--- src/rtl/core/rgb_to_planar_yuv_converter_assert.svh ---
// Assertion macros shared by the converter RTL.
// Included by files that check their own logic; no other dependencies.
`ifndef RGB_TO_PLANAR_YUV_CONVERTER_ASSERT_SVH
`define RGB_TO_PLANAR_YUV_CONVERTER_ASSERT_SVH

`ifndef SYNTH

// Property that must hold at every clock edge outside reset.
`define RYUV_ASSERT(label, clk, rst_n, prop) \
  label: assert property (@(posedge clk) disable iff (!rst_n) prop) \
    else $error("RYUV assertion failed");

// Condition that must never be true outside reset.
`define RYUV_ASSERT_NEVER(label, clk, rst_n, cond) \
  label: assert property (@(posedge clk) disable iff (!rst_n) !(cond)) \
    else $error("RYUV forbidden condition seen");

`else

`define RYUV_ASSERT(label, clk, rst_n, prop)
`define RYUV_ASSERT_NEVER(label, clk, rst_n, cond)

`endif

`endif

--- src/rtl/core/ryuv_pkg.sv ---
// Shared types and constants for the RGB to planar YUV converter.
// No dependencies; imported by every module of the block.
package ryuv_pkg;

  localparam int DEF_MAX_WIDTH  = 4096;
  localparam int DEF_MAX_HEIGHT = 4096;

  localparam int PIX_W      = 8;
  localparam int IDX_W      = 24;
  localparam int CFG_DATA_W = 13;
  localparam int CFG_IDX_W  = 2;
  // Frame dimensions after clamping, wide enough for the largest allowed maximum.
  localparam int DIM_W      = 15;

  localparam logic [CFG_IDX_W-1:0] REG_IMAGE_WIDTH  = CFG_IDX_W'(0);
  localparam logic [CFG_IDX_W-1:0] REG_IMAGE_HEIGHT = CFG_IDX_W'(1);
  localparam logic [CFG_IDX_W-1:0] REG_CHROMA_MODE  = CFG_IDX_W'(2);

  localparam logic [CFG_DATA_W-1:0] RST_IMAGE_WIDTH  = CFG_DATA_W'(640);
  localparam logic [CFG_DATA_W-1:0] RST_IMAGE_HEIGHT = CFG_DATA_W'(480);

  localparam logic CHROMA_444 = 1'b0;
  localparam logic CHROMA_420 = 1'b1;

  typedef struct packed {
    logic [PIX_W-1:0] red;
    logic [PIX_W-1:0] green;
    logic [PIX_W-1:0] blue;
  } ryuv_in_t;

  typedef struct packed {
    logic [PIX_W-1:0] luma;
    logic [IDX_W-1:0] luma_index;
    logic             chroma_write;
    logic [PIX_W-1:0] chroma_u;
    logic [PIX_W-1:0] chroma_v;
    logic [IDX_W-1:0] chroma_index;
    logic             frame_last;
  } ryuv_out_t;

  // Plane positions of one pixel, taken when its request is accepted.
  typedef struct packed {
    logic [IDX_W-1:0] luma_index;
    logic             chroma_write;
    logic [IDX_W-1:0] chroma_index;
    logic             frame_last;
  } ryuv_pos_t;

endpackage

--- src/rtl/core/rgb_to_planar_yuv_converter.sv ---
// RGB to planar YUV converter: one pixel request in, one plane write result out.
// Each request is registered in the input register, and its result then in the output register.
// Throughput: one pixel per clock while out_stall is low; the input register and the output
// register each hold one request, so one more request is taken while a result waits.
// Reset clears the raster counters and both pipeline stages and restores the
// registers to 640 x 480 with full-resolution chroma.
`include "rgb_to_planar_yuv_converter_assert.svh"

module rgb_to_planar_yuv_converter #(
  parameter int MAX_WIDTH  = ryuv_pkg::DEF_MAX_WIDTH,
  parameter int MAX_HEIGHT = ryuv_pkg::DEF_MAX_HEIGHT
) (
  input  logic                            clk,
  input  logic                            rst_n,
  input  logic                            in_valid,
  output logic                            in_stall,
  input  ryuv_pkg::ryuv_in_t              in_data,
  output logic                            out_valid,
  input  logic                            out_stall,
  output ryuv_pkg::ryuv_out_t             out_data,
  input  logic                            cfg_wr_en,
  input  logic [ryuv_pkg::CFG_IDX_W-1:0]  cfg_index,
  input  logic [ryuv_pkg::CFG_DATA_W-1:0] cfg_wr_data
);
  import ryuv_pkg::*;

  logic [CFG_DATA_W-1:0] image_width_r, image_height_r;
  logic                  chroma_mode_r;

  logic       s1_valid_r;
  ryuv_in_t   s1_pixel_r;
  ryuv_pos_t  s1_pos_r;
  logic       out_valid_r;
  ryuv_out_t  out_data_r;

  ryuv_pos_t        pos;
  logic             s1_ready, s2_ready, in_accept, s1_move;
  logic [PIX_W-1:0] luma, chroma_u, chroma_v;

  always_ff @(posedge clk) begin
    if (!rst_n) begin
      image_width_r  <= RST_IMAGE_WIDTH;
      image_height_r <= RST_IMAGE_HEIGHT;
      chroma_mode_r  <= CHROMA_444;
    end else if (cfg_wr_en) begin
      unique case (cfg_index)
        REG_IMAGE_WIDTH:  image_width_r  <= cfg_wr_data;
        REG_IMAGE_HEIGHT: image_height_r <= cfg_wr_data;
        REG_CHROMA_MODE:  chroma_mode_r  <= cfg_wr_data[0];
        default: ;
      endcase
    end
  end

  assign s2_ready  = !out_valid_r || !out_stall;
  assign s1_ready  = !s1_valid_r || s2_ready;
  assign s1_move   = s1_valid_r && s2_ready;
  assign in_accept = in_valid && s1_ready;
  assign in_stall  = !s1_ready;

  ryuv_position #(
    .MAX_WIDTH  (MAX_WIDTH),
    .MAX_HEIGHT (MAX_HEIGHT)
  ) u_position (
    .clk          (clk),
    .rst_n        (rst_n),
    .advance      (in_accept),
    .image_width  (image_width_r),
    .image_height (image_height_r),
    .chroma_mode  (chroma_mode_r),
    .pos          (pos)
  );

  ryuv_color u_color (
    .pixel        (s1_pixel_r),
    .chroma_write (s1_pos_r.chroma_write),
    .luma         (luma),
    .chroma_u     (chroma_u),
    .chroma_v     (chroma_v)
  );

  always_ff @(posedge clk) begin
    if (!rst_n) begin
      s1_valid_r  <= 1'b0;
      out_valid_r <= 1'b0;
    end else begin
      if (s1_ready) begin
        s1_valid_r <= in_valid;
      end
      if (s2_ready) begin
        out_valid_r <= s1_valid_r;
      end
    end
  end

  always_ff @(posedge clk) begin
    if (in_accept) begin
      s1_pixel_r <= in_data;
      s1_pos_r   <= pos;
    end
    if (s1_move) begin
      out_data_r.luma         <= luma;
      out_data_r.luma_index   <= s1_pos_r.luma_index;
      out_data_r.chroma_write <= s1_pos_r.chroma_write;
      out_data_r.chroma_u     <= chroma_u;
      out_data_r.chroma_v     <= chroma_v;
      out_data_r.chroma_index <= s1_pos_r.chroma_index;
      out_data_r.frame_last   <= s1_pos_r.frame_last;
    end
  end

  assign out_valid = out_valid_r;
  assign out_data  = out_data_r;

  `RYUV_ASSERT(a_s1_holds, clk, rst_n, (s1_valid_r && !s2_ready) |=> (s1_valid_r && $stable(s1_pos_r)))
  `RYUV_ASSERT(a_s1_to_out, clk, rst_n, s1_move |=> (out_valid_r && out_data_r.luma_index == $past(s1_pos_r.luma_index)))
  `RYUV_ASSERT(a_mode_write, clk, rst_n, (cfg_wr_en && cfg_index == REG_CHROMA_MODE) |=> (chroma_mode_r == $past(cfg_wr_data[0])))
  `RYUV_ASSERT_NEVER(a_no_chroma_leak, clk, rst_n, out_valid_r && !out_data_r.chroma_write && (out_data_r.chroma_u != '0 || out_data_r.chroma_v != '0 || out_data_r.chroma_index != '0))

endmodule

--- src/rtl/core/ryuv_position.sv ---
// Raster position tracker: column, row, luma and chroma plane indexes.
// Depends on ryuv_pkg and the assertion macro header.
`include "rgb_to_planar_yuv_converter_assert.svh"

module ryuv_position #(
  parameter int MAX_WIDTH  = ryuv_pkg::DEF_MAX_WIDTH,
  parameter int MAX_HEIGHT = ryuv_pkg::DEF_MAX_HEIGHT
) (
  input  logic                            clk,
  input  logic                            rst_n,
  input  logic                            advance,
  input  logic [ryuv_pkg::CFG_DATA_W-1:0] image_width,
  input  logic [ryuv_pkg::CFG_DATA_W-1:0] image_height,
  input  logic                            chroma_mode,
  output ryuv_pkg::ryuv_pos_t             pos
);
  import ryuv_pkg::*;

  localparam int COL_W = (MAX_WIDTH > 2) ? $clog2(MAX_WIDTH) : 1;
  localparam int ROW_W = (MAX_HEIGHT > 1) ? $clog2(MAX_HEIGHT) : 1;
  localparam logic [DIM_W-1:0] WidthCap     = DIM_W'(MAX_WIDTH);
  localparam logic [DIM_W-1:0] WidthCapEven = DIM_W'((MAX_WIDTH / 2) * 2);
  localparam logic [DIM_W-1:0] HeightCap    = DIM_W'(MAX_HEIGHT);

  logic [COL_W-1:0] column_count_r, column_count_nxt;
  logic [ROW_W-1:0] row_count_r, row_count_nxt;
  logic [IDX_W-1:0] luma_position_r, luma_position_nxt;
  logic [IDX_W-1:0] chroma_row_base_r, chroma_row_base_nxt;

  logic [DIM_W-1:0] width_even;
  logic [DIM_W-1:0] eff_width;
  logic [DIM_W-1:0] height_raw;
  logic [DIM_W-1:0] eff_height;
  logic [DIM_W-1:0] column_plus;
  logic [DIM_W-1:0] row_plus;
  logic             row_end;
  logic             frame_end;

  // Odd widths round down to even; both dimensions are clamped to their legal range.
  always_comb begin
    width_even = DIM_W'({image_width[CFG_DATA_W-1:1], 1'b0});
    height_raw = DIM_W'(image_height);
    priority if (width_even < DIM_W'(2)) begin
      eff_width = DIM_W'(2);
    end else if (width_even > WidthCap) begin
      eff_width = WidthCapEven;
    end else begin
      eff_width = width_even;
    end
    priority if (height_raw < DIM_W'(1)) begin
      eff_height = DIM_W'(1);
    end else if (height_raw > HeightCap) begin
      eff_height = HeightCap;
    end else begin
      eff_height = height_raw;
    end
  end

  assign column_plus = DIM_W'(column_count_r) + DIM_W'(1);
  assign row_plus    = DIM_W'(row_count_r) + DIM_W'(1);
  // A column or row already past a shrunken dimension also ends the row or frame.
  assign row_end     = column_plus >= eff_width;
  assign frame_end   = row_end && (row_plus >= eff_height);

  always_comb begin
    pos.luma_index = luma_position_r;
    pos.frame_last = frame_end;
    if (chroma_mode == CHROMA_444) begin
      pos.chroma_write = 1'b1;
      pos.chroma_index = luma_position_r;
    end else begin
      pos.chroma_write = column_count_r[0];
      pos.chroma_index = column_count_r[0] ?
        (chroma_row_base_r + IDX_W'(column_count_r >> 1)) : '0;
    end
  end

  always_comb begin
    column_count_nxt    = column_count_r;
    row_count_nxt       = row_count_r;
    luma_position_nxt   = luma_position_r;
    chroma_row_base_nxt = chroma_row_base_r;
    if (advance) begin
      if (frame_end) begin
        column_count_nxt    = '0;
        row_count_nxt       = '0;
        luma_position_nxt   = '0;
        chroma_row_base_nxt = '0;
      end else begin
        luma_position_nxt = luma_position_r + IDX_W'(1);
        if (row_end) begin
          column_count_nxt = '0;
          row_count_nxt    = ROW_W'(row_plus);
          // The chroma row moves on only after the odd row of each pair.
          if (row_count_r[0]) begin
            chroma_row_base_nxt = chroma_row_base_r + IDX_W'(eff_width >> 1);
          end
        end else begin
          column_count_nxt = COL_W'(column_plus);
        end
      end
    end
  end

  always_ff @(posedge clk) begin
    if (!rst_n) begin
      column_count_r    <= '0;
      row_count_r       <= '0;
      luma_position_r   <= '0;
      chroma_row_base_r <= '0;
    end else begin
      column_count_r    <= column_count_nxt;
      row_count_r       <= row_count_nxt;
      luma_position_r   <= luma_position_nxt;
      chroma_row_base_r <= chroma_row_base_nxt;
    end
  end

  `RYUV_ASSERT(a_frame_restart, clk, rst_n, (advance && pos.frame_last) |=> (column_count_r == '0 && row_count_r == '0 && luma_position_r == '0 && chroma_row_base_r == '0))
  `RYUV_ASSERT(a_luma_step, clk, rst_n, (advance && !pos.frame_last) |=> (luma_position_r == IDX_W'($past(luma_position_r) + IDX_W'(1))))
  `RYUV_ASSERT_NEVER(a_full_chroma_writes, clk, rst_n, (chroma_mode == CHROMA_444) && !pos.chroma_write)

endmodule

--- src/rtl/core/ryuv_color.sv ---
// Color matrix: Q10 weighted sums for Y, U and V with floor, offset and saturation.
// Depends on ryuv_pkg.
module ryuv_color (
  input  ryuv_pkg::ryuv_in_t          pixel,
  input  logic                        chroma_write,
  output logic [ryuv_pkg::PIX_W-1:0]  luma,
  output logic [ryuv_pkg::PIX_W-1:0]  chroma_u,
  output logic [ryuv_pkg::PIX_W-1:0]  chroma_v
);
  import ryuv_pkg::*;

  localparam int SUM_W  = 21;
  localparam int FRAC_W = 10;
  localparam int Q_W    = SUM_W - FRAC_W;
  localparam int T_W    = Q_W + 1;

  localparam logic signed [SUM_W-1:0] CoefYR = SUM_W'(306);
  localparam logic signed [SUM_W-1:0] CoefYG = SUM_W'(601);
  localparam logic signed [SUM_W-1:0] CoefYB = SUM_W'(117);
  // U leans on red and V on blue, the reverse of the textbook matrix.
  localparam logic signed [SUM_W-1:0] CoefUR = SUM_W'(450);
  localparam logic signed [SUM_W-1:0] CoefUG = -SUM_W'(377);
  localparam logic signed [SUM_W-1:0] CoefUB = -SUM_W'(73);
  localparam logic signed [SUM_W-1:0] CoefVR = -SUM_W'(152);
  localparam logic signed [SUM_W-1:0] CoefVG = -SUM_W'(298);
  localparam logic signed [SUM_W-1:0] CoefVB = SUM_W'(450);
  localparam logic signed [T_W-1:0]   OffLuma   = T_W'(16);
  localparam logic signed [T_W-1:0]   OffChroma = T_W'(128);

  logic signed [SUM_W-1:0] red_s, green_s, blue_s;
  logic signed [SUM_W-1:0] y_sum, u_sum, v_sum;
  logic [PIX_W-1:0]        u_sat, v_sat;

  // Arithmetic shift floors toward minus infinity, then the offset and clamp follow.
  function automatic logic [PIX_W-1:0] finish(input logic signed [SUM_W-1:0] sum,
                                              input logic signed [T_W-1:0] offset);
    logic signed [Q_W-1:0] q;
    logic signed [T_W-1:0] t;
    q = $signed(sum[SUM_W-1:FRAC_W]);
    t = T_W'(q) + offset;
    if (t < 0) begin
      finish = '0;
    end else if (t > T_W'(255)) begin
      finish = '1;
    end else begin
      finish = t[PIX_W-1:0];
    end
  endfunction

  assign red_s   = SUM_W'(pixel.red);
  assign green_s = SUM_W'(pixel.green);
  assign blue_s  = SUM_W'(pixel.blue);

  assign y_sum = CoefYR * red_s + CoefYG * green_s + CoefYB * blue_s;
  assign u_sum = CoefUR * red_s + CoefUG * green_s + CoefUB * blue_s;
  assign v_sum = CoefVR * red_s + CoefVG * green_s + CoefVB * blue_s;

  assign luma     = finish(y_sum, OffLuma);
  assign u_sat    = finish(u_sum, OffChroma);
  assign v_sat    = finish(v_sum, OffChroma);
  assign chroma_u = chroma_write ? u_sat : '0;
  assign chroma_v = chroma_write ? v_sat : '0;

endmodule

--- config.mk ---
export PLATFORM = sky130hd
export DESIGN_NAME = rgb_to_planar_yuv_converter
export DESIGN_NICKNAME = d
export VERILOG_FILES = /design/src/rtl/core/ryuv_pkg.sv /design/src/rtl/core/rgb_to_planar_yuv_converter.sv /design/src/rtl/core/ryuv_position.sv /design/src/rtl/core/ryuv_color.sv
export VERILOG_INCLUDE_DIRS = /design/src /design/src/rtl/core
export SDC_FILE = /design/constraint.sdc
export NUM_CORES = 1
export LEC_CHECK = 0
export ABC_AREA = 1
export ABC_CLOCK_PERIOD_IN_PS = 6810
export BUFFER_PORTS_ARGS = -buffer_cell sky130_fd_sc_hd__clkbuf_2
export CORE_AREA = 2 2 291 293
export DETAILED_ROUTE_END_ITERATION = 8
export DIE_AREA = 0 0 293 295
export PLACE_DENSITY = 0.51
export SKIP_CTS_REPAIR_TIMING = 1
export SLEW_MARGIN = 10
export SYNTH_ARGS = -nofsm -noshare
export SYNTH_HDL_FRONTEND = slang
export SYNTH_SLANG_ARGS = --single-unit
--- constraint.sdc ---
create_clock -name clk -period 6.81 [get_ports clk]
set_clock_uncertainty 0.1 [all_clocks]
set_input_delay 0.681 -clock clk [delete_from_list [all_inputs] [get_ports clk]]
set_output_delay 0.681 -clock clk [all_outputs]
set_load 0.1 [all_outputs]
# After elaboration in Yosys (flattened, before gate mapping)
# Index checks and enable logic that the tools add are counted.
# Widths: inputs -> output; s select.
# classes
add_sub_neg	14
multipliers	9
magnitude_cmp	12
eq_ne	2
mux	17
bitwise	1
n_reduce_logical	19
# ops
operator	n
$mux 24	6
$add 21x21->21	3
$mul 8x8->16 const A	3
$mux 12	4
$mux 13	3
$gt 12x9->1 const B	3
$lt 12x1->1 const B	3
$add 12x1->13 const B	2
$gt 13x13->1 const B	2
$add 11x9->12 const B	2
$add 24x1->24 const B	1
$add 24x11->24	1
$add 24x14->24	1
$mux 8	3
$add 21x16->21	1
$add 21x17->21	1
$add 21x18->21	1
$mul 10x9->19 const A	1
$mul 10x8->18 const A	1
$mul 9x9->18 const A	1
$mul 8x9->17 const A	1
$ge 15x13->1	1
$ge 15x15->1	1
$mul 6x9->15 const A	1
16 further kinds	27
# word_totals
reg_bits	249
input_bits	44
wordCells	97

# Depth between registers and ports, before layout
# logic_depth
depth_word	7
mapped_depth	40
ltp_nobuf	40

# By module
# Synthesis repeated with hierarchy kept, for this count alone.
# unflattened
cells_unflattened	3136
area_unflattened_um2	26522.9
# modules_own_cells
module	instances	cells_per_inst	area_each_um2	seq_area_each_um2
ryuv_color	1	1772	14311.2	0.0
ryuv_position	1	1034	6495.0	1441.4
rgb_to_planar_yuv_converter	1	330	5716.7	5024.8

# Worst setup path after synthesis
# OpenSTA, ideal clock, no wires.
# synth_path
path_kind	register to register
startpoint	reg s1_pixel_r[9] (netlist name)
endpoint	reg out_data_r, in the netlist out_data[33], data pin
t_arrival_ns	6.284
required_time_ns	6.447
path_slack_ns	0.163
stages_incl_launch_ff	30
n_path_buf	0
synth_period_minus_slack_ns	6.647
cell_sequence	edfxtp_1 fa_1 inv_1 fa_1 inv_1 fa_1 fa_1 ha_1 inv_1 nor3_1 nand3_1 nand2_1 xnor2_1 ha_1 ha_1 ha_1 nand2_1 inv_1 a21oi_1 a21boi_0 nand2_1 nand2_1 nand2_1 ha_1 nand3_1 nand2_1 nor2_1 nand3_1 nand2_2 a21oi_1
# synth_between
elab_chain_cells	6
word_cells_on_any_way	8
cone_classes	add/sub: 3; mul: 1; order compare: 2; mux: 1; reduce/logical: 1
# synth_rtl
item	line	source
start: declaration	rgb_to_planar_yuv_converter.sv:31	ryuv_in_t s1_pixel_r;
start signal: assignment	rgb_to_planar_yuv_converter.sv:98	s1_pixel_r <= in_data;
$mul 10x9->19 (*)	ryuv_color.sv:55	assign u_sum = CoefUR * red_s + CoefUG * green_s + CoefUB * blue_s;
$add 21x21->21 (*)	ryuv_color.sv:55	
$add 21x17->21 (*)	ryuv_color.sv:55	
$add 11x9->12 (*)	ryuv_color.sv:40	t = T_W'(q) + offset;
$gt 12x9->1 / $lt 12x1->1 (equally long branches)	ryuv_color.sv:43, ryuv_color.sv:41	
$mux 8 / $reduce_or 2->1 (equally long branches)	-	
end: declaration	rgb_to_planar_yuv_converter.sv:34	ryuv_out_t out_data_r;
# Mark *: on every way between the ends. The rest lies on a longest branch, timed or not.
# A chain may end at the register's enable or synchronous reset.

# Worst setup path after layout
# layout_path
startpoint	reg s1_pixel_r[18] (netlist name)
endpoint	reg out_data_r, in the netlist out_data[39], data pin
# layout_between
elab_chain_cells	6
word_cells_on_any_way	8
cone_classes	add/sub: 3; mul: 1; order compare: 2; mux: 1; reduce/logical: 1
# layout_rtl
item	line
$mul 8x8->16 (*)	ryuv_color.sv:55
$add 21x21->21 (*)	ryuv_color.sv:55
$add 21x17->21 (*)	ryuv_color.sv:55
$add 11x9->12 (*)	ryuv_color.sv:40
$gt 12x9->1 / $lt 12x1->1 (equally long branches)	ryuv_color.sv:43, ryuv_color.sv:41
$mux 8 / $reduce_or 2->1 (equally long branches)	-
# Marks and branches as above.

==> summary.md <==
| Metric | Value |
|---|---|
| Worst-Margin Slew | 962.3 ps |
| Hold crit path type | input pin to flop |
| Clock tree buffer depth | 3 |
| GRT Util Overall | between 10% and 20% |
| Initial core utilization | between 30 and 40% |
| Primary FF master, synth | edfxtp_1 |
| DIE WIDTH | 293 microns |
| Critical Path Sink Type | flop |
| Slowest cell on crit path | fa_2 |
| Ant diodes | 0 |
| Cell taking the most area after synthesis | ha_1 |
| Via Count | just under 20000 |
| Status | completed |
| Unrepaired setup endpoints after global routing | true |
| Compound-gate portion of the synthesized area | around 9.1% |
| Slew Limit Fails | 0 |
| Fmax | 0.1505 GHz |
| Largest net degree at the start of global routing | 81 |
| Clock-pin slew on the worst setup and hold paths | roughly 70 ps |
| Simple-gate share of the synthesized area | between 15 and 20% |
| Mux share of post-synthesis cell area | 0% |
| Layout area overhead | 18.95% |
| Post-Syn Nets | 3592 |
| Number of flops mapped to enable cells by yosys | around 150 |
| Layout cells sized above 1 | between 10% and 20% |
| Top cell type's share of synthesized area | approximately 22% |
| CTS tree | yes |
| Hold Fails Final Rpt | 0 |
| DRC errors left | 0 |
| Worst setup SP type | flop |
| Die height | roughly 300 microns |
| Mapped Avg Cell Area | 8.749 sq um |
| Initial DRC count | between 800 and 900 |
| Total routed wirelength | about 69 mm |
| Pre-antenna DRT Iters | 5 |
| Post-Place Cells | between 4000 and 5000 |
| Core region area | 0.08316 sq mm |
| GR Overflow Total | 0 |
| Ranking of synthesized cells by area | ha_1 (22%), edfxtp_1 (17%), fa_1 (15%), inv_1 (8.6%), dfxtp_1 (7.8%) |
| TritonCTS Buffers | 31 |
| Top-count cell post-synth | inv_1 |
| Post-synthesis adder-cell area fraction | 36.31% |
| Final #Nets | just under 4000 |
| IO Port Bufs | 119 |
| Post-DP HPWL | approximately 57 mm |
| Most frequent CP cell | nand2_1 |
| #FFs+latches synth | roughly 250 |
| Die Footprint | roughly 0.086 sq mm |
| Worst endpoint required time | 7040 ps |
| Critical path peak fanout | 8 |
| Vias in the first global route | between 15000 and 20000 |
| Synthesized cell area | approximately 0.026 sq mm |
| Async SR Flop Fraction | 0% |
| H-tree levels | 1 |
| Setup-failing EPs final | 0 |
| XOR/XNOR share of the synthesized area | 5.069% |
| Initial antenna violation count | 1 |
| Max Cap Viol | 0 |
| Synth unique cells | between 60 and 70 |
| Largest family of logic cells by synthesized area | adder cells |
| CP Class | flop to flop |
| DR vias/cell | 4.577 |
| Crit-path max cell delay | ~590 ps |
| Clock sinks | ~250 |
| Syn. warnings | 0 |
| Final period util | 97.54% |
| Avg WL per Cell | 16.00 microns |
| IO Pins | 120 |
| Worst skew pair latency | 600 ps |
| Register area share after synthesis | 25.23% |
| CP arrival | about 6900 ps |
| Most common library cells after synthesis | inv_1 (585), ha_1 (439), nand2_1 (439) |
| Slew margin rel. | 35.85% |
| Post-Layout Cell Count | 4287 |
| GPL Wtd Cong | 0.8809 |
| Clock tree root buffer cell | clkbuf_16 |
| Routed Antenna Nets | 0 |
| Cells after Synth | about 2900 |
| Crit path time final | 6642 ps |
| Site Rows | 106 |
| First-pass GRT wire length | 108.0 mm |
==> worst paths after layout <==
| check | start | end | slack, ps | cells past startpoint |
|---|---|---|---|---|
| max | s1_pixel_r[18] | out_data[39] | 170 | 31 |
| min | in_data[7] | s1_pixel_r[7] | 160 | 1 |
| max reg2reg | s1_pixel_r[18] | out_data[39] | 170 | 31 |
| min reg2reg | s1_pos_r[35] | out_data[51] | 310 | 0 |
==> metrics by stage <==
step                TNS, ps  setup slack [ps]  utilization (%)  hold WS (ps)  instance area (sq um)
floorplan                 0             162.6                -         300.3                  25550
global placement          0             62.40            33.92         301.7                  28210
finish                    0             167.5            36.54         161.0                  30390
detailed placement        0             21.71            33.92         304.5                  28210
CTS                  -345.9            -61.38            35.13         112.4                  29210
global route          -1489            -116.6            36.54         114.7                  30390
==> cell usage in the layout, fill, tap and decap left out, types with 19 or more instances in the layout <==
master,count
dfxtp_1,100
ha_1,397
edfxtp_1,148
o21ai_0,85
nand2_1,420
nand3_2,19
nor3_1,21
a21oi_2,40
nand3_1,115
ha_4,37
clkbuf_16,31
xnor2_1,44
inv_2,26
xor2_1,91
inv_1,565
nand2_2,26
nand4_1,25
fa_1,178
buf_4,128
clkbuf_2,119
nor2_1,181
a21oi_1,179
==> logic make-up (layout without fill, tap and decap cells) <==
kind of cell | Yosys count | count (layout)
and+or+nand+nor | 867 | 867
adders and majority gates | 628 | 628
buffers and inverters | 619 | 906
AOI/OAI and AO/OA | 411 | 411
DFF | 248 | 248
xor gates and xnor gates | 147 | 147
==> cell type report <==
| cell class | instances | area (sq um) |
|---|---|---|
| fillers | 8531 | 52770 |
| multi-input cells | 2053 | 17680 |
| flip-flops and latches | 248 | 6446 |
| inverters | 595 | 2242 |
| repair buffers | 255 | 1664 |
| well taps | 1080 | 1351 |
| clock buffers | 33 | 793.3 |
| clock inverters | 23 | 210.2 |
==> flip-flops by register name, indices dropped and copies added, names as in the netlist <==
name	flops
u_position.luma_position_r	24
out_data	74
image_height_r	13
s1_pixel_r	24
s1_pos_r	50
s1_valid_r	1
out_valid	1
u_position.row_count_r	12
chroma_mode_r	1
image_width_r	12
u_position.column_count_r	12
u_position.chroma_row_base_r	24
==> per-layer routing <==
metal,vias to the layer above,wire (microns),global-route usage [%]
met5,-,14,0
met2,234,34510,28.92
met4,2,1469,3.402
met1,9289,30290,19.88
met3,76,2299,2.112
li1,10020,-,-
==> critical path: cells and delay by family, from the launching register on <==
family | cells | cell delay (ps)
AO/OA/AOI/OAI | 2 | 200
adder cells (fa/ha/maj) | 10 | 4040
buffers and inverters | 5 | 380
flip-flops | 1 | 480
AND/OR/NAND/NOR | 14 | 1190
Power is not shown: default switching activity piles up to over one toggle a cycle in this logic, so the estimate is an artifact.
